--- src/hdl/fcrb_pkg.sv ---
// shared types and constants of the fan controller register block
// used by the top level, its checker and the bench, depends on nothing
package fcrb_pkg;

    localparam int NUM_FANS = 4;

    // one bit per existing fan, at most four
    localparam logic [3:0] LANES = 4'(((1 << NUM_FANS) - 1) & 15);

    localparam int TACH_DEPTH = 2 * NUM_FANS;

    typedef enum logic [2:0] {
        CMD_READ     = 3'd0,
        CMD_WRITE    = 3'd1,
        CMD_STATUS   = 3'd2,
        CMD_IDENTITY = 3'd3,
        CMD_TACH     = 3'd4
    } cmd_t;

    typedef enum logic [1:0] {
        CFG_MINOR = 2'd0,
        CFG_MAJOR = 2'd1
    } cfg_idx_t;

    localparam logic [7:0] ADDR_MINOR     = 8'h00;
    localparam logic [7:0] ADDR_MAJOR     = 8'h01;
    localparam logic [7:0] ADDR_SCRATCH   = 8'h02;
    localparam logic [7:0] ADDR_FAN_BASE  = 8'h10;
    localparam logic [7:0] ADDR_ID_BASE   = 8'h61;
    localparam logic [7:0] ADDR_PRESENT   = 8'h70;
    localparam logic [7:0] ADDR_HEALTHY   = 8'h71;
    localparam logic [7:0] ADDR_LED_FIRST = 8'h73;
    localparam logic [7:0] ADDR_LED_LAST  = 8'h76;
    localparam logic [7:0] ADDR_INT       = 8'h77;
    localparam logic [7:0] ADDR_ID_CHG    = 8'h78;
    localparam logic [7:0] ADDR_PRES_CHG  = 8'h80;
    localparam logic [7:0] ADDR_OK_CHG    = 8'h82;

    // last register offset inside a fan window (duty, then tach bytes)
    localparam logic [3:0] FAN_OFF_LAST = 4'd4;

    localparam logic [15:0] TACH_STALLED = 16'hFFFF;
    localparam logic [4:0]  CODE_MASK    = 5'h1F;

    // change latch slots
    localparam int LAT_OK   = 0;
    localparam int LAT_PRES = 1;
    localparam int LAT_ID   = 2;

    // led mask slots, in register order
    localparam int LED_BLUE  = 0;
    localparam int LED_AMBER = 1;
    localparam int LED_GREEN = 2;
    localparam int LED_RED   = 3;

endpackage

--- src/hdl/fan_controller_register_block.sv ---
// fan controller register block: bus reads/writes and pin events, one word per cycle while s_ready is high
// depends on fcrb_pkg
//
//  channel  direction  handshake         carries
//  s_*      in         s_valid/s_ready   command, address, data, pin samples, tach period
//  m_*      out        m_valid/m_ready   read byte, interrupt summary, led drive masks
//  cfg_*    in         cfg_wr_en         version bytes, read back over s_*
//
// for every word, state updates and the result register load at the accept edge.
// the result of a word shows on m_* the cycle after it is accepted.
// s_ready is low only while a result waits and m_ready is low.
// aresetn is synchronous, active low; it empties the result stage and resets all state registers, not the result data.
module fan_controller_register_block (
    input  logic       aclk,
    input  logic       aresetn,
    input  logic       s_valid,
    output logic       s_ready,
    input  logic [2:0] s_command,
    input  logic [7:0] s_address,
    input  logic [7:0] s_write_data,
    input  logic [3:0] s_present_pins,
    input  logic [3:0] s_healthy_pins,
    input  logic [1:0] s_fan_select,
    input  logic       s_rotor,
    input  logic [4:0] s_fan_code,
    input  logic [15:0] s_tach_period,
    output logic       m_valid,
    input  logic       m_ready,
    output logic [7:0] m_read_data,
    output logic       m_interrupt,
    output logic [3:0] m_green_drive,
    output logic [3:0] m_red_drive,
    output logic [3:0] m_amber_drive,
    output logic [3:0] m_blue_drive,
    input  logic       cfg_wr_en,
    input  logic [1:0] cfg_index,
    input  logic [7:0] cfg_wr_data
);
    import fcrb_pkg::*;

    logic [7:0]  minor_reg, major_reg;
    logic [7:0]  scratch_reg, scratch_next;
    logic [7:0]  duty_reg [NUM_FANS];
    logic [7:0]  duty_next [NUM_FANS];
    logic [15:0] tach_reg [TACH_DEPTH];
    logic [15:0] tach_next [TACH_DEPTH];
    logic [4:0]  id_reg [NUM_FANS];
    logic [4:0]  id_next [NUM_FANS];
    logic [3:0]  present_reg, present_next;
    logic [3:0]  healthy_reg, healthy_next;
    logic [3:0]  led_reg [4];
    logic [3:0]  led_next [4];
    logic [3:0]  latch_reg [3];
    logic [3:0]  latch_next [3];

    logic        m_valid_reg;
    logic [7:0]  rd_data_reg, rd_data_next;
    logic        irq_reg;
    logic [3:0]  green_reg, red_reg, amber_reg, blue_reg;

    logic        accept;
    logic [3:0]  fan_off;
    logic [3:0]  reg_off;
    logic [3:0]  reg_off_m1;
    logic [2:0]  tach_idx;
    logic [15:0] tach_word;
    logic [7:0]  led_off;
    logic [7:0]  id_off;
    logic [3:0]  id_lane;

    assign accept  = s_valid && s_ready;
    assign s_ready = !m_valid_reg || m_ready;

    // address decode of the per-fan windows, the led and id registers
    assign fan_off    = s_address[7:4] - 4'd1;
    assign reg_off    = s_address[3:0];
    assign reg_off_m1 = reg_off - 4'd1;
    assign tach_idx   = {fan_off[1:0], reg_off_m1[1]};
    assign tach_word  = tach_reg[tach_idx];
    assign led_off    = s_address - ADDR_LED_FIRST;
    assign id_off     = s_address - ADDR_ID_BASE;
    assign id_lane    = (4'd1 << s_fan_select) & LANES;

    // read mux, same priority as the register map
    always_comb begin
        rd_data_next = '0;
        if (s_command == CMD_READ) begin
            if (s_address == ADDR_MINOR) begin
                rd_data_next = minor_reg;
            end else if (s_address == ADDR_MAJOR) begin
                rd_data_next = major_reg;
            end else if (s_address == ADDR_SCRATCH) begin
                rd_data_next = scratch_reg;
            end else if (s_address == ADDR_OK_CHG) begin
                rd_data_next = {4'd0, latch_reg[LAT_OK]};
            end else if (s_address == ADDR_PRES_CHG) begin
                rd_data_next = {4'd0, latch_reg[LAT_PRES]};
            end else if (s_address == ADDR_ID_CHG) begin
                rd_data_next = {4'd0, latch_reg[LAT_ID]};
            end else if (s_address == ADDR_INT) begin
                rd_data_next = {5'd0, |latch_reg[LAT_ID], |latch_reg[LAT_PRES],
                                |latch_reg[LAT_OK]};
            end else if (s_address == ADDR_PRESENT) begin
                rd_data_next = {4'd0, present_reg};
            end else if (s_address == ADDR_HEALTHY) begin
                rd_data_next = {4'd0, healthy_reg};
            end else if (s_address >= ADDR_LED_FIRST && s_address <= ADDR_LED_LAST) begin
                rd_data_next = {4'd0, led_reg[led_off[1:0]]};
            end else if (s_address >= ADDR_ID_BASE
                         && s_address < ADDR_ID_BASE + 8'(NUM_FANS)) begin
                rd_data_next = {3'd0, id_reg[id_off[1:0]]};
            end else if (s_address >= ADDR_FAN_BASE && fan_off < 4'(NUM_FANS)
                         && reg_off <= FAN_OFF_LAST) begin
                if (reg_off == 4'd0) begin
                    rd_data_next = duty_reg[fan_off[1:0]];
                end else if (reg_off[0]) begin
                    rd_data_next = tach_word[7:0];
                end else begin
                    rd_data_next = tach_word[15:8];
                end
            end
        end
    end

    // state update for the word at the input
    always_comb begin
        scratch_next = scratch_reg;
        duty_next    = duty_reg;
        tach_next    = tach_reg;
        id_next      = id_reg;
        present_next = present_reg;
        healthy_next = healthy_reg;
        led_next     = led_reg;
        latch_next   = latch_reg;
        case (s_command)
            CMD_READ: begin
            end
            CMD_WRITE: begin
                if (s_address == ADDR_SCRATCH) begin
                    scratch_next = s_write_data;
                end else if (s_address == ADDR_OK_CHG) begin
                    latch_next[LAT_OK] = latch_reg[LAT_OK] & ~s_write_data[3:0] & LANES;
                end else if (s_address == ADDR_PRES_CHG) begin
                    latch_next[LAT_PRES] = latch_reg[LAT_PRES] & ~s_write_data[3:0] & LANES;
                end else if (s_address == ADDR_ID_CHG) begin
                    latch_next[LAT_ID] = latch_reg[LAT_ID] & ~s_write_data[3:0] & LANES;
                end else if (s_address >= ADDR_LED_FIRST && s_address <= ADDR_LED_LAST) begin
                    led_next[led_off[1:0]] = s_write_data[3:0] & LANES;
                end else if (s_address >= ADDR_FAN_BASE && reg_off == 4'd0
                             && fan_off < 4'(NUM_FANS)) begin
                    duty_next[fan_off[1:0]] = s_write_data;
                end
            end
            CMD_STATUS: begin
                latch_next[LAT_PRES] = latch_reg[LAT_PRES]
                                       | ((present_reg ^ s_present_pins) & LANES);
                latch_next[LAT_OK]   = latch_reg[LAT_OK]
                                       | ((healthy_reg ^ s_healthy_pins) & LANES);
                present_next = s_present_pins & LANES;
                healthy_next = s_healthy_pins & LANES;
            end
            CMD_IDENTITY: begin
                if (3'(s_fan_select) < 3'(NUM_FANS)) begin
                    if (id_reg[s_fan_select] != (s_fan_code & CODE_MASK)) begin
                        latch_next[LAT_ID] = latch_reg[LAT_ID] | id_lane;
                    end
                    id_next[s_fan_select] = s_fan_code & CODE_MASK;
                end
            end
            CMD_TACH: begin
                if (3'(s_fan_select) < 3'(NUM_FANS)) begin
                    tach_next[{s_fan_select, s_rotor}] = s_tach_period;
                end
            end
            default: begin
            end
        endcase
    end

    always_ff @(posedge aclk) begin
        if (!aresetn) begin
            minor_reg <= '0;
            major_reg <= '0;
        end else if (cfg_wr_en) begin
            case (cfg_index)
                CFG_MINOR: minor_reg <= cfg_wr_data;
                CFG_MAJOR: major_reg <= cfg_wr_data;
                default: begin
                end
            endcase
        end
    end

    always_ff @(posedge aclk) begin
        if (!aresetn) begin
            scratch_reg <= '0;
            present_reg <= '0;
            healthy_reg <= '0;
            for (int i = 0; i < NUM_FANS; i++) begin
                duty_reg[i] <= '0;
                id_reg[i]   <= '0;
            end
            for (int i = 0; i < TACH_DEPTH; i++) begin
                tach_reg[i] <= TACH_STALLED;
            end
            for (int i = 0; i < 4; i++) begin
                led_reg[i] <= '0;
            end
            for (int i = 0; i < 3; i++) begin
                latch_reg[i] <= '0;
            end
        end else if (accept) begin
            scratch_reg <= scratch_next;
            present_reg <= present_next;
            healthy_reg <= healthy_next;
            duty_reg    <= duty_next;
            id_reg      <= id_next;
            tach_reg    <= tach_next;
            led_reg     <= led_next;
            latch_reg   <= latch_next;
        end
    end

    // result stage
    always_ff @(posedge aclk) begin
        if (!aresetn) begin
            m_valid_reg <= 1'b0;
        end else if (accept) begin
            m_valid_reg <= 1'b1;
        end else if (m_ready) begin
            m_valid_reg <= 1'b0;
        end
    end

    always_ff @(posedge aclk) begin
        if (accept) begin
            rd_data_reg <= rd_data_next;
            irq_reg     <= |(latch_next[LAT_OK] | latch_next[LAT_PRES] | latch_next[LAT_ID]);
            green_reg   <= led_next[LED_GREEN];
            red_reg     <= led_next[LED_RED];
            amber_reg   <= led_next[LED_AMBER];
            blue_reg    <= led_next[LED_BLUE];
        end
    end

    assign m_valid       = m_valid_reg;
    assign m_read_data   = rd_data_reg;
    assign m_interrupt   = irq_reg;
    assign m_green_drive = green_reg;
    assign m_red_drive   = red_reg;
    assign m_amber_drive = amber_reg;
    assign m_blue_drive  = blue_reg;

endmodule

--- config.mk ---
export PLATFORM = sky130hd
export DESIGN_NAME = fan_controller_register_block
export DESIGN_NICKNAME = d
export VERILOG_FILES = /design/src/hdl/fcrb_pkg.sv /design/src/hdl/fan_controller_register_block.sv
export SDC_FILE = /design/constraint.sdc
export NUM_CORES = 1
export LEC_CHECK = 0
export ABC_AREA = 1
export ABC_CLOCK_PERIOD_IN_PS = 4050
export BUFFER_PORTS_ARGS = -buffer_cell sky130_fd_sc_hd__buf_2
export CELL_PAD_IN_SITES_DETAIL_PLACEMENT = 2
export CELL_PAD_IN_SITES_GLOBAL_PLACEMENT = 2
export CORE_MARGIN = 2
export CORE_UTILIZATION = 38
export DETAILED_ROUTE_END_ITERATION = 16
export PLACE_DENSITY_LB_ADDON = 0.08
export SLEW_MARGIN = 20
export SYNTH_ARGS = -nofsm -noshare
export SYNTH_HDL_FRONTEND = slang
export SYNTH_SLANG_ARGS = --single-unit
--- constraint.sdc ---
create_clock -name aclk -period 4.05 [get_ports aclk]
set_input_delay 0.2025 -clock aclk [delete_from_list [all_inputs] [get_ports aclk]]
set_output_delay 0.2025 -clock aclk [all_outputs]
set_load 0.01 [all_outputs]
# Word-level counts from Yosys, hierarchy flattened
# Cells that the tools add are included.
# op_classes
n_addsub	4
mux	58
n_bitwise	22
eq_ne	14
n_lt_le_gt_ge	17
n_shift	1
n_reduce_logical	29
# op_table
cell	n
$mux W16	9
$mux W8	18
$bwmux W128	1
$bmux W16 S3	1
$demux W16 S3	1
$bwmux W32	1
$eq A8 B7 Y1 const B	4
$mux W4	8
$mux W5	5
$bmux W5 S2	2
$bwmux W20	1
$or A4 B4 Y4	5
$bmux W8 S2	1
$bwmux W16	1
$demux W8 S2	1
$eq A8 B8 Y1 const B	2
$ge A8 B7 Y1 const B	2
$pmux W8 S2	1
$reduce_or A4 Y1	4
$and A4 B4 Y4	3
$ge A3 B3 Y1 const B	4
$mux W12	1
$not A2 Y3	4
$logic_and A1 B1 Y1	11
other kinds (38)	54
# totals
ff_bits	266
word_cells	180

# Longest topological paths before layout
# Gate-level depths: netlist (run 1).
# depth
word_depth	19
mapped_depth	25

# Least setup slack after synthesis (run 1)
# No wires, ideal clock.
# synth_timing
path_type	input port to flip-flop
startpoint	input s_address[0]
endpoint	register rd_data_reg[7] (netlist: m_read_data[7]), data pin
stages	17
t_arrival_ns	2.197
path_buffers	5
setup_time_ns	0.261
path_slack_ns	1.592
cell_sequence	buf_2 inv_2 buf_2 ha_1 buf_6 buf_4 buf_2 a21oi_1 o21ai_0 nand2_1 nor2_1 o31ai_1 nand2_1 nand3_1 nand2_1 o211ai_1 a21oi_1
# synth_via
elab_chain_cells	19
# synth_lines
element	line_no	text
from (decl)	fan_controller_register_block.sv:19	input logic [7:0] s_address,
$sub A2 B1 Y2	fan_controller_register_block.sv:77	assign reg_off_m1 = reg_off - 4'd1;
$not A3 Y4 (implied by the code)	fan_controller_register_block.sv:79	assign tach_word = tach_reg[tach_idx];
$bmux W16 S3	fan_controller_register_block.sv:79	
$mux W16 (implied by the code) (2 in series)	fan_controller_register_block.sv:79	
$mux W8	fan_controller_register_block.sv:116	end else if (reg_off[0]) begin
$mux W8	fan_controller_register_block.sv:114	if (reg_off == 4'd0) begin
$mux W8	fan_controller_register_block.sv:112	end else if (s_address >= ADDR_FAN_BASE && fan_off < 4'(NUM_FANS)
$mux W8	fan_controller_register_block.sv:109	end else if (s_address >= ADDR_ID_BASE
(+2 left out)	-	
$mux W8	fan_controller_register_block.sv:103	end else if (s_address == ADDR_PRESENT) begin
$mux W8	fan_controller_register_block.sv:100	end else if (s_address == ADDR_INT) begin
$mux W8	fan_controller_register_block.sv:98	end else if (s_address == ADDR_ID_CHG) begin
$mux W8	fan_controller_register_block.sv:96	end else if (s_address == ADDR_PRES_CHG) begin
$mux W8	fan_controller_register_block.sv:94	end else if (s_address == ADDR_OK_CHG) begin
$mux W8	fan_controller_register_block.sv:92	end else if (s_address == ADDR_SCRATCH) begin
$mux W8	fan_controller_register_block.sv:90	end else if (s_address == ADDR_MAJOR) begin
$mux W8 *	fan_controller_register_block.sv:88	if (s_address == ADDR_MINOR) begin
to (signal assigned)	fan_controller_register_block.sv:237	rd_data_reg <= rd_data_next;
to (decl)	fan_controller_register_block.sv:57	logic [7:0] rd_data_reg, rd_data_next;
# Mark *: on every way between the ends. The rest lies on a longest branch, timed or not. The select of a mux whose other input is x is not followed.
# A chain may end at the register's enable or synchronous reset.

# Final worst setup path (run 1)
# layout_timing
startpoint	register m_valid_reg (netlist: m_valid)
endpoint	register duty_reg[18] (netlist bit)
# layout_via
elab_chain_cells	4
# layout_lines
element	line_no	text
from (decl)	fan_controller_register_block.sv:56	logic m_valid_reg;
from (signal assigned)	fan_controller_register_block.sv:227	m_valid_reg <= 1'b0;
from (signal assigned)	fan_controller_register_block.sv:229	m_valid_reg <= 1'b1;
from (signal assigned)	fan_controller_register_block.sv:231	m_valid_reg <= 1'b0;
$logic_not A1 Y1	fan_controller_register_block.sv:72	assign s_ready = !m_valid_reg || m_ready;
$logic_or A1 B1 Y1	fan_controller_register_block.sv:72	
$logic_and A1 B1 Y1	fan_controller_register_block.sv:71	assign accept = s_valid && s_ready;
$reduce_and A8 Y1 (no line)	-	
to (signal assigned)	fan_controller_register_block.sv:216	duty_reg <= duty_next;
to (decl)	fan_controller_register_block.sv:43	logic [7:0] duty_reg [NUM_FANS];
# Every way passes these cells.

==> results of run 1 <==
[per-layer routing]
metal | wire, um | track usage | share of wire
met5 | 0 | 0 | 0
met4 | 1090 | 0.0684 | 0.022
met3 | 1740 | 0.0326 | 0.035
met2 | 23500 | 0.480 | 0.47
met1 | 23100 | 0.379 | 0.47
[worst min path at each step]
stage / startpoint / to / slack (ns) / depth (start not counted)
detailed placement: duty_reg[2] / duty_reg[2] / 0.44 / 2
CTS: s_write_data[7] / duty_reg[15] / 0.001 / 3
global route: s_write_data[6] / duty_reg[14] / 0.03 / 3
finish: s_write_data[6] / duty_reg[14] / 0.03 / 3
floorplan: s_tach_period[1] / tach_reg[33] / 0.33 / 2
global placement: duty_reg[27] / duty_reg[27] / 0.43 / 2
[synth_stat cells, types with 9 or more instances]
| master | instances |
|---|---|
| nand2_1 | 357 |
| dfxtp_1 | 241 |
| o21ai_0 | 174 |
| inv_1 | 163 |
| nor2_1 | 155 |
| a21oi_1 | 154 |
| o211ai_1 | 132 |
| nand3_1 | 77 |
| clkbuf_1 | 64 |
| edfxtp_1 | 25 |
| buf_2 | 20 |
| a22oi_1 | 17 |
| o21ai_1 | 17 |
| ha_1 | 12 |
| inv_2 | 12 |
| xnor2_1 | 10 |
| buf_6 | 9 |
| o31ai_1 | 9 |
[power by group]
group | total, W | internal (W) | leakage (nW) | switching, W
Sequential | 0.00276 | 0.00272 | 2.21 | 0.0000430
Combinational | 0.000765 | 0.000231 | 4.20 | 0.000534
Clock | 0.00281 | 0.00163 | 0.511 | 0.00118
[kinds of logic after synthesis]
| logic type | Yosys count |
|---|---|
| and+or+nand+nor | 626 |
| AOI/OAI and AO/OA | 522 |
| buffers and inverters | 280 |
| DFF | 266 |
| adders and majority gates | 12 |
| xor gates and xnor gates | 14 |
[critical path, cell delays in order, from the launching register on]
cell and delay (ns):
dfxtp_1 0.31, nand2_1 0.11, nand2_1 0.52, buf_4 0.45, nor4_4 0.50, nand3_2 0.47, o21ai_0 0.39, a21oi_1 0.07
[area by class of cell]
cell class,count,share of cell area
flip-flops and latches,266,0.378
clock inverters,13,0.00729
repair buffers,147,0.0656
clock buffers,42,0.0616
inverters,179,0.0456
multi-input cells,1174,0.404
well taps,442,0.0375
[metrics by stage]
step | total power (W) | cell area [um^2] | instances | hold slack [ns] | setup WS, ns
after floorplan | 0.00327 | 12700 | 1720 | 0.333 | 1.59
after global placement | 0.00351 | 13400 | 2178 | 0.431 | 0.675
after detailed placement | 0.00355 | 13400 | 2178 | 0.438 | 0.634
after CTS | 0.00638 | 14800 | 2263 | 0.00112 | 1.19
after global routing | 0.00659 | 14800 | 2263 | 0.0260 | 0.941
final | 0.00634 | 14800 | 2263 | 0.0260 | 1.07
[repair_timing]
item | in CTS | in global routing
setup buffers | 0 | 0
hold buffers | 30 | 0
hold endpoints to repair | 51 | 0
==> metrics.csv, run 1 <==
stage;metric;value;unit
routing;Avg WL per Cell;21.8;um
synthesis;post-synthesis sequential area ratio;0.439;
worst_setup_path;R2R Path Start;m_valid;
floorplan;Core Box Area;32700;um^2
synthesis;top post-synthesis cells by area;dfxtp_1 (38%), nand2_1 (11%), o211ai_1 (7.8%), o21ai_0 (6.9%), a21oi_1 (6.1%);
global_routing;largest net degree at the start of global routing;84;
power_and_ir_drop;P per Cell Area;430;nW/um^2
cells_and_area;post-layout util;0.451;
clock_network;CTS sink cnt;266;
worst_setup_path;CP Capture Type;flop;
synthesis;xor/xnor cell area share of the yosys netlist;0.00965;
worst_setup_path;CP Launch Point;m_valid;
cells_and_area;max reg flops;128;
synthesis;Synth Area in Adders;0.0118;
timing;Tmin final;2.98;ns
synthesis;post-synthesis mux area share;0;
placed_design;GP Congestion;0.812;
synthesis;Yosys reg bits;266;
floorplan;die area;34900;um^2
worst_setup_path;R2R Path End;duty_reg[18];
routing;remaining antenna violation count after routing;0;
synthesis;Syn. warnings;0;
placed_design;port bufs;92;
timing;Max Fclk;0.335;GHz
worst_setup_path;crit path max fanout;22;
global_routing;vias in the first global route;13638;
timing;Hold Violations, Final;0;
cells_and_area;area grow syn2layout;16.1;%
timing;period utilization;0.736;
cells_and_area;multi-input logic area;5970;um^2
clock_network;clock slew at reported path FFs;0.06;ns
routing;final wirelength;49400;um
clock_network;Longest Clk Path Bufs;3;
worst_setup_path;Critical Path RT;4.50;ns
timing;Relative slew margins;0.416;
clock_network;CTS tree;yes;
synthesis;Netlist cell types;46;
global_routing;total routing usage reported by global routing;0.281;
synthesis;Synthesized Nets;1798;
job;Max-cap violations;0;
floorplan;io pins;93;
cells_and_area;sequential standard cell area;5580;um^2
floorplan;die height;187;um
timing;Least-Margin Pin Slew;0.873;ns
clock_network;H-Tree Depth;1;
floorplan;FP Rows;66;
cells_and_area;most frequent cells in the layout;nand2_1 (357), dfxtp_1 (241), o21ai_0 (174), inv_1 (163), nor2_1 (155);
power_and_ir_drop;Static Leak;6.92;nW
cells_and_area;commonest non-fill, non-tap cell in the layout;nand2_1;
routing;Via-to-Cell Ratio;5.57;
worst_setup_path;CP endpoint;duty_reg[18];
routing;# DRC;0;
cells_and_area;# diodes;0;
floorplan;Starting Density;0.389;
synthesis;gate count of the mapped netlist;1720;
synthesis;Primary FF master, synth;dfxtp_1;
floorplan;die span in x;187;um
timing;setup violators final;0;
global_routing;first-pass GRT wire length;78500;um
worst_setup_path;Setup CP Type;flop to flop;
synthesis;Yosys top cell by area;dfxtp_1;
run_status;status;finished clean;
hold_path;Hold Crit Class;input pin to flop;
routing;drt pass-1 iters;5;
routing;vias post-DR;12614;
cells_and_area;Layout Nets;1877;
synthesis;Post-synth EDFFs;25;
synthesis;post-synthesis async set-or-reset flop share;0;
clock_network;Clock Latency Late Sink;0.59;ns
global_routing;antenna violations before repair;0;
worst_setup_path;worst reg2reg path depth;7;
worst_setup_path;crit start category;flop;
synthesis;Synth Area in Compound Gates;0.241;
global_routing;total grt overflow;0;
synthesis;Yosys top cell area share;0.380;
timing;RSZ-0062 raised after global routing;no;
power_and_ir_drop;Max rail drop VDD;0.354;mV
worst_setup_path;Arrival @ worst endpoint;3.43;ns
routing;DR iter-0 viols;610;
cells_and_area;Fill cells;3849;
clock_network;TritonCTS Buffers;31;
cells_and_area;share of cells above drive strength 1;0.112;
synthesis;syn_area_per_cell;7.39;um^2
timing;setup tns final;0;ns
timing;max-slew violations;0;
placed_design;DP Wirelength;32100;um
clock_network;Root Buffer;clkbuf_16;
worst_setup_path;Reg2Reg Setup Slack;1.07;ns
synthesis;post-synthesis simple-gate area fraction;0.207;
synthesis;mapped cell area;12700;um^2
clock_network;Post-CTS Resized;0;
synthesis;largest family of logic cells by synthesized area;compound AO/OA/AOI/OAI gates;
timing;clk_skew;0.0124;ns
Note: power is estimated with default switching activity, not from simulation.
==> run 2: changes to the inputs <==
--- a/config.mk
+++ b/config.mk
@@ -6,12 +6,12 @@
 export NUM_CORES = 1
 export LEC_CHECK = 0
 export ABC_AREA = 1
-export ABC_CLOCK_PERIOD_IN_PS = 4050
+export ABC_CLOCK_PERIOD_IN_PS = 2950
 export BUFFER_PORTS_ARGS = -buffer_cell sky130_fd_sc_hd__buf_2
 export CELL_PAD_IN_SITES_DETAIL_PLACEMENT = 2
 export CELL_PAD_IN_SITES_GLOBAL_PLACEMENT = 2
 export CORE_MARGIN = 2
-export CORE_UTILIZATION = 38
+export CORE_UTILIZATION = 35
 export DETAILED_ROUTE_END_ITERATION = 16
 export PLACE_DENSITY_LB_ADDON = 0.08
 export SLEW_MARGIN = 20
==> constraint.sdc (replaced) <==
create_clock -name aclk -period 2.95 [get_ports aclk]
set_input_delay 0.1475 -clock aclk [delete_from_list [all_inputs] [get_ports aclk]]
set_output_delay 0.1475 -clock aclk [all_outputs]
set_load 0.01 [all_outputs]
==> run 2 against run 1 <==
  * Setup slack got worse by 0.94 ns
  * Sequential power is 37% higher
  * Maximum frequency up 5.6%
  * Critical path depth rose by 1
  * Register-to-register slack got worse by 0.94 ns
  * Routed wire length shrank 0.93%
==> metrics.csv, run 2 (same netlist as run 1, synthesis figures left out) <==
stage;metric;value;unit;change
worst_setup_path;max incr delay on CP;0.58;ns;+0.06 ns
clock_network;Post-CTS Resized;0;;unchanged
cells_and_area;most frequent cells in the layout;nand2_1 (357), dfxtp_1 (241), o21ai_0 (174), inv_1 (163), nor2_1 (155);;
floorplan;FP Rows;69;;+4.5%
floorplan;die area;37900;um^2;+8.4%
global_routing;antenna violations before repair;0;;unchanged
timing;setup violators final;0;;unchanged
cells_and_area;# diodes;0;;unchanged
timing;Least-Margin Pin Slew;0.863;ns;-0.00929 ns
routing;Via-to-Cell Ratio;5.43;;-2.7%
timing;Relative slew margins;0.424;;+0.00771
cells_and_area;max reg flops;128;;unchanged
timing;Max Fclk;0.354;GHz;+5.6%
routing;# DRC;0;;unchanged
worst_setup_path;Bufs and invs on worst path;3;;+2
worst_setup_path;crit start category;flop;;
global_routing;total grt overflow;0;;unchanged
cells_and_area;Finished Layout Cells;2319;;+2.5%
placed_design;DP Wirelength;33300;um;+3.8%
worst_setup_path;Arrival @ worst endpoint;3.28;ns;-0.15 ns
timing;period utilization;0.957;;+0.221
clock_network;Root Buffer;clkbuf_16;;
routing;drt pass-1 iters;4;;-1
cells_and_area;commonest non-fill, non-tap cell in the layout;nand2_1;;
routing;final wirelength;49000;um;-0.93%
clock_network;H-Tree Depth;1;;unchanged
worst_setup_path;crit path max fanout;14;;-36%
floorplan;io pins;93;;unchanged
placed_design;cell count after placement;2222;;+2.0%
clock_network;Clock Latency Late Sink;0.58;ns;about the same
worst_setup_path;CP Capture Type;flop;;
worst_setup_path;Setup CP Type;flop to flop;;
worst_setup_path;CP max stage cell;dlygate4sd3_1;;
clock_network;number of setup buffers added after CTS;0;;unchanged
floorplan;Starting Density;0.356;;-0.0322
worst_setup_path;Critical Path RT;3.41;ns;-1.09 ns
cells_and_area;Layout Nets;1911;;+1.8%
job;Max-cap violations;0;;unchanged
timing;Hold Violations, Final;0;;unchanged
clock_network;CTS Hold Bufs;39;;+30%
clock_network;clock slew at reported path FFs;0.06;ns;about the same
worst_setup_path;Largest delay share family, worst path;simple AND/OR/NAND/NOR gates;;
routing;Avg WL per Cell;21.1;um;-3.3%
worst_setup_path;Cell Chain, Critical Path;nand2_1 > nand2_1 > nor3_2 > inv_2 > nor3_2 > buf_4 > o211ai_1 > dlygate4sd3_1;;
timing;Tmin final;2.82;ns;-0.159 ns
timing;worst hold margin;0.0313;ns;+0.00537 ns
global_routing;largest net degree at the start of global routing;137;;+63%
clock_network;CTS sink cnt;266;;unchanged
routing;DR iter-0 viols;680;;+11%
power_and_ir_drop;P per Cell Area;578;nW/um^2;+34%
placed_design;pre-CTS setup slack;-0.0264;ns;-0.660 ns
timing;clk_skew;0.0147;ns;+0.00237 ns
timing;RSZ-0062 raised after global routing;no;;
run_status;status;finished clean;;
cells_and_area;share of cells above drive strength 1;0.119;;+0.00692
routing;vias post-DR;12583;;-0.25%
global_routing;total routing usage reported by global routing;0.261;;-0.0200
floorplan;die height;195;um;+4.1%
cells_and_area;area grow syn2layout;18.8;%;
placed_design;GP Congestion;0.857;;+5.5%
routing;remaining antenna violation count after routing;0;;unchanged
clock_network;Longest Clk Path Bufs;3;;unchanged
timing;setup ws final;0.127;ns;-0.941 ns
clock_network;CTS tree;yes;;
floorplan;Core Box Area;35700;um^2;+9.0%
floorplan;die span in x;195;um;+4.1%
hold_path;Hold Crit Class;input pin to flop;;
timing;max-slew violations;0;;unchanged
power_and_ir_drop;Max rail drop VDD;0.400;mV;+13%
global_routing;vias in the first global route;13598;;-0.29%
global_routing;first-pass GRT wire length;78700;um;+0.20%
power_and_ir_drop;Static Leak;7.07;nW;+2.2%
clock_network;TritonCTS Buffers;31;;unchanged
placed_design;port bufs;92;;unchanged
run 2: cell count changes in the layout (fill, tap and decap cells not counted), sizes merged:
cell / delta
clkinvlp: -1
dlygate4sd3: +9
buf: +25
clkinv: -8
clkbuf: +12
run 2: final timing paths:
| path | startpoint | end | slack, ns | cells past startpoint |
|---|---|---|---|---|
| max | m_valid | tach_reg[44] | 0.13 | 8 |
| min | s_tach_period[8] | tach_reg[88] | 0.03 | 3 |
| max reg2reg | m_valid | tach_reg[44] | 0.13 | 8 |
| min reg2reg | duty_reg[4] | duty_reg[4] | 0.45 | 2 |
run 2: worst min-delay path: cells and delay by family:
| family | cells | cell delay [ns] |
|---|---|---|
| AOI/OAI and AO/OA | 1 | 0.19 |
| buffers and inverters | 2 | 0.23 |
run 2: per-layer routing:
layer | up-vias | part of all wire | routed length (um) | track usage
met5 | - | 0 | 0 | 0
met4 | 0 | 0.020 | 992 | 0.0610
met3 | 60 | 0.032 | 1570 | 0.0274
met2 | 185 | 0.47 | 22800 | 0.444
met1 | 6302 | 0.48 | 23500 | 0.356
li1 | 6036 | - | - | -
run 2: layout make-up:
class / count / area, um^2
clock inverters: 4 / 52.6
inverters: 179 / 673
fillers: 4101 / 20600
multi-input cells: 1174 / 5970
flip-flops and latches: 266 / 5580
repair buffers: 181 / 1310
clock buffers: 54 / 952
well taps: 461 / 577
run 2: through the flow:
stage                     total power, W  instance area, um^2  utilization  setup TNS, ns
after global placement           0.00488                13700        0.384              0
after CTS                        0.00881                15100        0.424              0
after detailed placement         0.00492                13700        0.384        -0.0264
after floorplan                  0.00448                12700            -              0
after global routing             0.00910                15100        0.424              0
final                            0.00873                15100        0.424              0
run 2: power breakdown:
group          total, W  internal, W  leakage (nW)  switching (W)
combinational   0.00110     0.000361          4.38       0.000736
sequential      0.00379      0.00374          2.21      0.0000559
clock           0.00384      0.00226         0.490        0.00158
total           0.00873      0.00635          7.07        0.00237
==> run 3: changes to the inputs <==
--- a/config.mk
+++ b/config.mk
@@ -13,7 +13,7 @@
 export CORE_MARGIN = 2
 export CORE_UTILIZATION = 35
 export DETAILED_ROUTE_END_ITERATION = 16
-export PLACE_DENSITY_LB_ADDON = 0.08
+export PLACE_DENSITY = 0.89
 export SLEW_MARGIN = 20
 export SYNTH_ARGS = -nofsm -noshare
 export SYNTH_HDL_FRONTEND = slang
==> constraint.sdc (replaced) <==
create_clock -name aclk -period 2.95 [get_ports aclk]
set_input_delay 0.1475 -clock aclk [delete_from_list [all_inputs] [get_ports aclk]]
set_output_delay 0.1475 -clock aclk [all_outputs]
set_load 0.005 [all_outputs]
==> run 3 against run 2 <==
  * First-iteration DRC count is 70% higher
  * Largest power group unchanged
  * Via count is 9.8% higher
  * Cell count is 0.65% lower
  * Routed wire length is 22% higher
  * Critical path type is now input pin to flop
  * Flip-flop and latch count stayed put
  * Clock power is 5.5% higher
==> metrics.csv, run 3 (same netlist as run 1, synthesis figures left out) <==
stage;metric;value;unit;change
run_status;status;finished clean;;
cells_and_area;Fill cells;3997;;-2.5%
worst_setup_path;Cell Chain, Critical Path;buf_2 > inv_1 > ha_2 > buf_12 > o21ai_0 > o22ai_1 > nand2_1 > nand2_1 > inv_1 > nand2_1 > nand2_1 > nand2_1 > nand2_1 > nand2_1 > nand2_1 > nand3_1 > nand2_1 > nand2_1 > nand2_1 > a21oi_1;;
timing;Max Fclk;0.362;GHz;+2.2%
floorplan;FP Rows;69;;unchanged
timing;clk_skew;0.0243;ns;+0.00960 ns
worst_setup_path;max incr delay on CP;0.49;ns;-0.09 ns
routing;DR top layer;met4;;
placed_design;GP Congestion;0.913;;+6.5%
routing;DR iter-0 viols;1155;;+70%
timing;Relative slew margins;0.409;;-0.0150
worst_setup_path;Bufs and invs on worst path;4;;+1
timing;setup violators final;0;;unchanged
global_routing;total grt overflow;0;;unchanged
cells_and_area;area grow syn2layout;18.3;%;
timing;Tmin final;2.76;ns;-0.0603 ns
worst_setup_path;crit path max fanout;65;;+51
placed_design;pre-CTS setup slack;0.0365;ns;+0.0629 ns
worst_setup_path;Critical Path RT;3.33;ns;-0.08 ns
worst_setup_path;CP Capture Type;flop;;
timing;setup ws final;0.187;ns;+0.0603 ns
worst_setup_path;CP max stage cell;ha_2;;
routing;Via-to-Cell Ratio;5.99;;+10%
floorplan;die area;37900;um^2;unchanged
routing;final wirelength;59900;um;+22%
placed_design;port bufs;92;;unchanged
worst_setup_path;crit start category;input pin;;
routing;# DRC;0;;unchanged
cells_and_area;share of cells above drive strength 1;0.116;;-0.00283
timing;worst hold margin;0.0141;ns;-0.0173 ns
clock_network;Clock Latency Late Sink;0.61;ns;+0.03 ns
global_routing;total routing usage reported by global routing;0.313;;+0.0517
cells_and_area;most frequent cells in the layout;nand2_1 (357), dfxtp_1 (241), o21ai_0 (174), inv_1 (162), nor2_1 (155);;
worst_setup_path;Arrival @ worst endpoint;3.15;ns;-0.13 ns
worst_setup_path;Worst path depth;20;;+12
routing;DR WL met3;3400;um;+120%
routing;vias post-DR;13811;;+9.8%
floorplan;die height;195;um;unchanged
job;Max-cap violations;0;;unchanged
worst_setup_path;R2R Path End;m_read_data[2];;
cells_and_area;post-layout util;0.422;;-0.00189
cells_and_area;max reg flops;128;;unchanged
hold_path;Hold Path Sink;duty_reg[31];;
timing;Least-Margin Pin Slew;0.886;ns;+0.0225 ns
hold_path;WHS Path Cells;3;;unchanged
clock_network;Longest Clk Path Bufs;3;;unchanged
clock_network;TritonCTS Buffers;31;;unchanged
timing;RSZ-0062 raised after global routing;no;;
hold_path;Hold Crit Class;input pin to flop;;
clock_network;CTS tree;yes;;
routing;metal2 WL;28900;um;+27%
routing;Routed met1 length;24200;um;+2.8%
global_routing;antenna violations before repair;0;;unchanged
power_and_ir_drop;P per Cell Area;599;nW/um^2;+3.8%
worst_setup_path;Setup CP Type;input pin to flop;;
floorplan;io pins;93;;unchanged
floorplan;Core Box Area;35700;um^2;unchanged
worst_setup_path;Largest delay share family, worst path;simple AND/OR/NAND/NOR gates;;
cells_and_area;# diodes;0;;unchanged
global_routing;largest net degree at the start of global routing;155;;+13%
cells_and_area;Layout Nets;1898;;-0.68%
cells_and_area;commonest non-fill, non-tap cell in the layout;nand2_1;;
clock_network;H-Tree Depth;1;;unchanged
hold_path;HP Start;s_write_data[7];;
clock_network;clock slew at reported path FFs;0.07;ns;about the same
floorplan;die span in x;195;um;unchanged
worst_setup_path;R2R Path Start;duty_reg[18];;
routing;drt pass-1 iters;6;;+2
timing;period utilization;0.937;;-0.0204
global_routing;vias in the first global route;15216;;+12%
timing;max-slew violations;0;;unchanged
timing;Hold Violations, Final;0;;unchanged
power_and_ir_drop;Max rail drop VDD;0.475;mV;+19%
power_and_ir_drop;Static Leak;7.04;nW;-0.46%
worst_setup_path;worst reg2reg path depth;16;;+8
worst_setup_path;Reg2Reg Setup Slack;0.46;ns;+0.33 ns
routing;remaining antenna violation count after routing;0;;unchanged
worst_setup_path;CP dominant cell by count;nand2_1;;
timing;setup tns final;0;ns;unchanged
routing;Avg WL per Cell;26.0;um;+23%
clock_network;Root Buffer;clkbuf_16;;
floorplan;Starting Density;0.356;;unchanged
global_routing;first-pass GRT wire length;92900;um;+18%
placed_design;DP Wirelength;33500;um;+0.53%
clock_network;CTS sink cnt;266;;unchanged
run 3: what timing repair did:
| action | 4_1_cts | 5_1_grt |
|---|---|---|
| hold endpoints to repair | 134 | 0 |
| setup endpoints to repair | 0 | 0 |
| resized for setup | 0 | 0 |
| setup buffers | 0 | 0 |
| hold buffers | 38 | 0 |
run 3: cell type report:
| type | instances | area [um^2] | share of cell area |
|---|---|---|---|
| Tap cell | 461 | 577 | 0.0384 |
| Clock buffer | 48 | 930 | 0.0618 |
| Multi-Input combinational cell | 1174 | 5970 | 0.397 |
| Clock inverter | 8 | 108 | 0.00716 |
| Sequential cell | 266 | 5580 | 0.371 |
| Inverter | 179 | 673 | 0.0448 |
| Timing Repair Buffer | 168 | 1210 | 0.0803 |
run 3: per-layer routing:
layer	up-vias	global-route usage
li1	6003	-
met4	0	0.160
met2	594	0.542
met1	7003	0.374
met3	211	0.0500
met5	-	0
run 3: worst min-delay path, stage by stage:
cell and delay (ns):
buf_2 0.17, o21ai_0 0.18, a21oi_1 0.05
run 3: worst max path at each step:
stage            startpoint             end
2_1_floorplan  s_address[0]  m_read_data[7]
3_3_place_gp   s_address[1]  m_read_data[3]
3_5_place_dp   s_address[1]  m_read_data[1]
4_1_cts             m_valid    tach_reg[51]
5_1_grt        s_address[1]  m_read_data[2]
6_report       s_address[1]  m_read_data[2]
run 3: power by group:
group	internal [W]	switching [W]	leakage (nW)
combinational	0.000346	0.000812	4.32
clock	0.00233	0.00172	0.510
sequential	0.00374	0.0000694	2.21
total	0.00642	0.00260	7.04
run 3: stage by stage:
step / std cells / power (W) / instance area, um^2
final: 2304 / 0.00901 / 15000
after global routing: 2304 / 0.00927 / 15000
after CTS: 2304 / 0.00895 / 15000
after detailed placement: 2210 / 0.00490 / 13600
after global placement: 2210 / 0.00483 / 13600
after floorplan: 1720 / 0.00447 / 12700
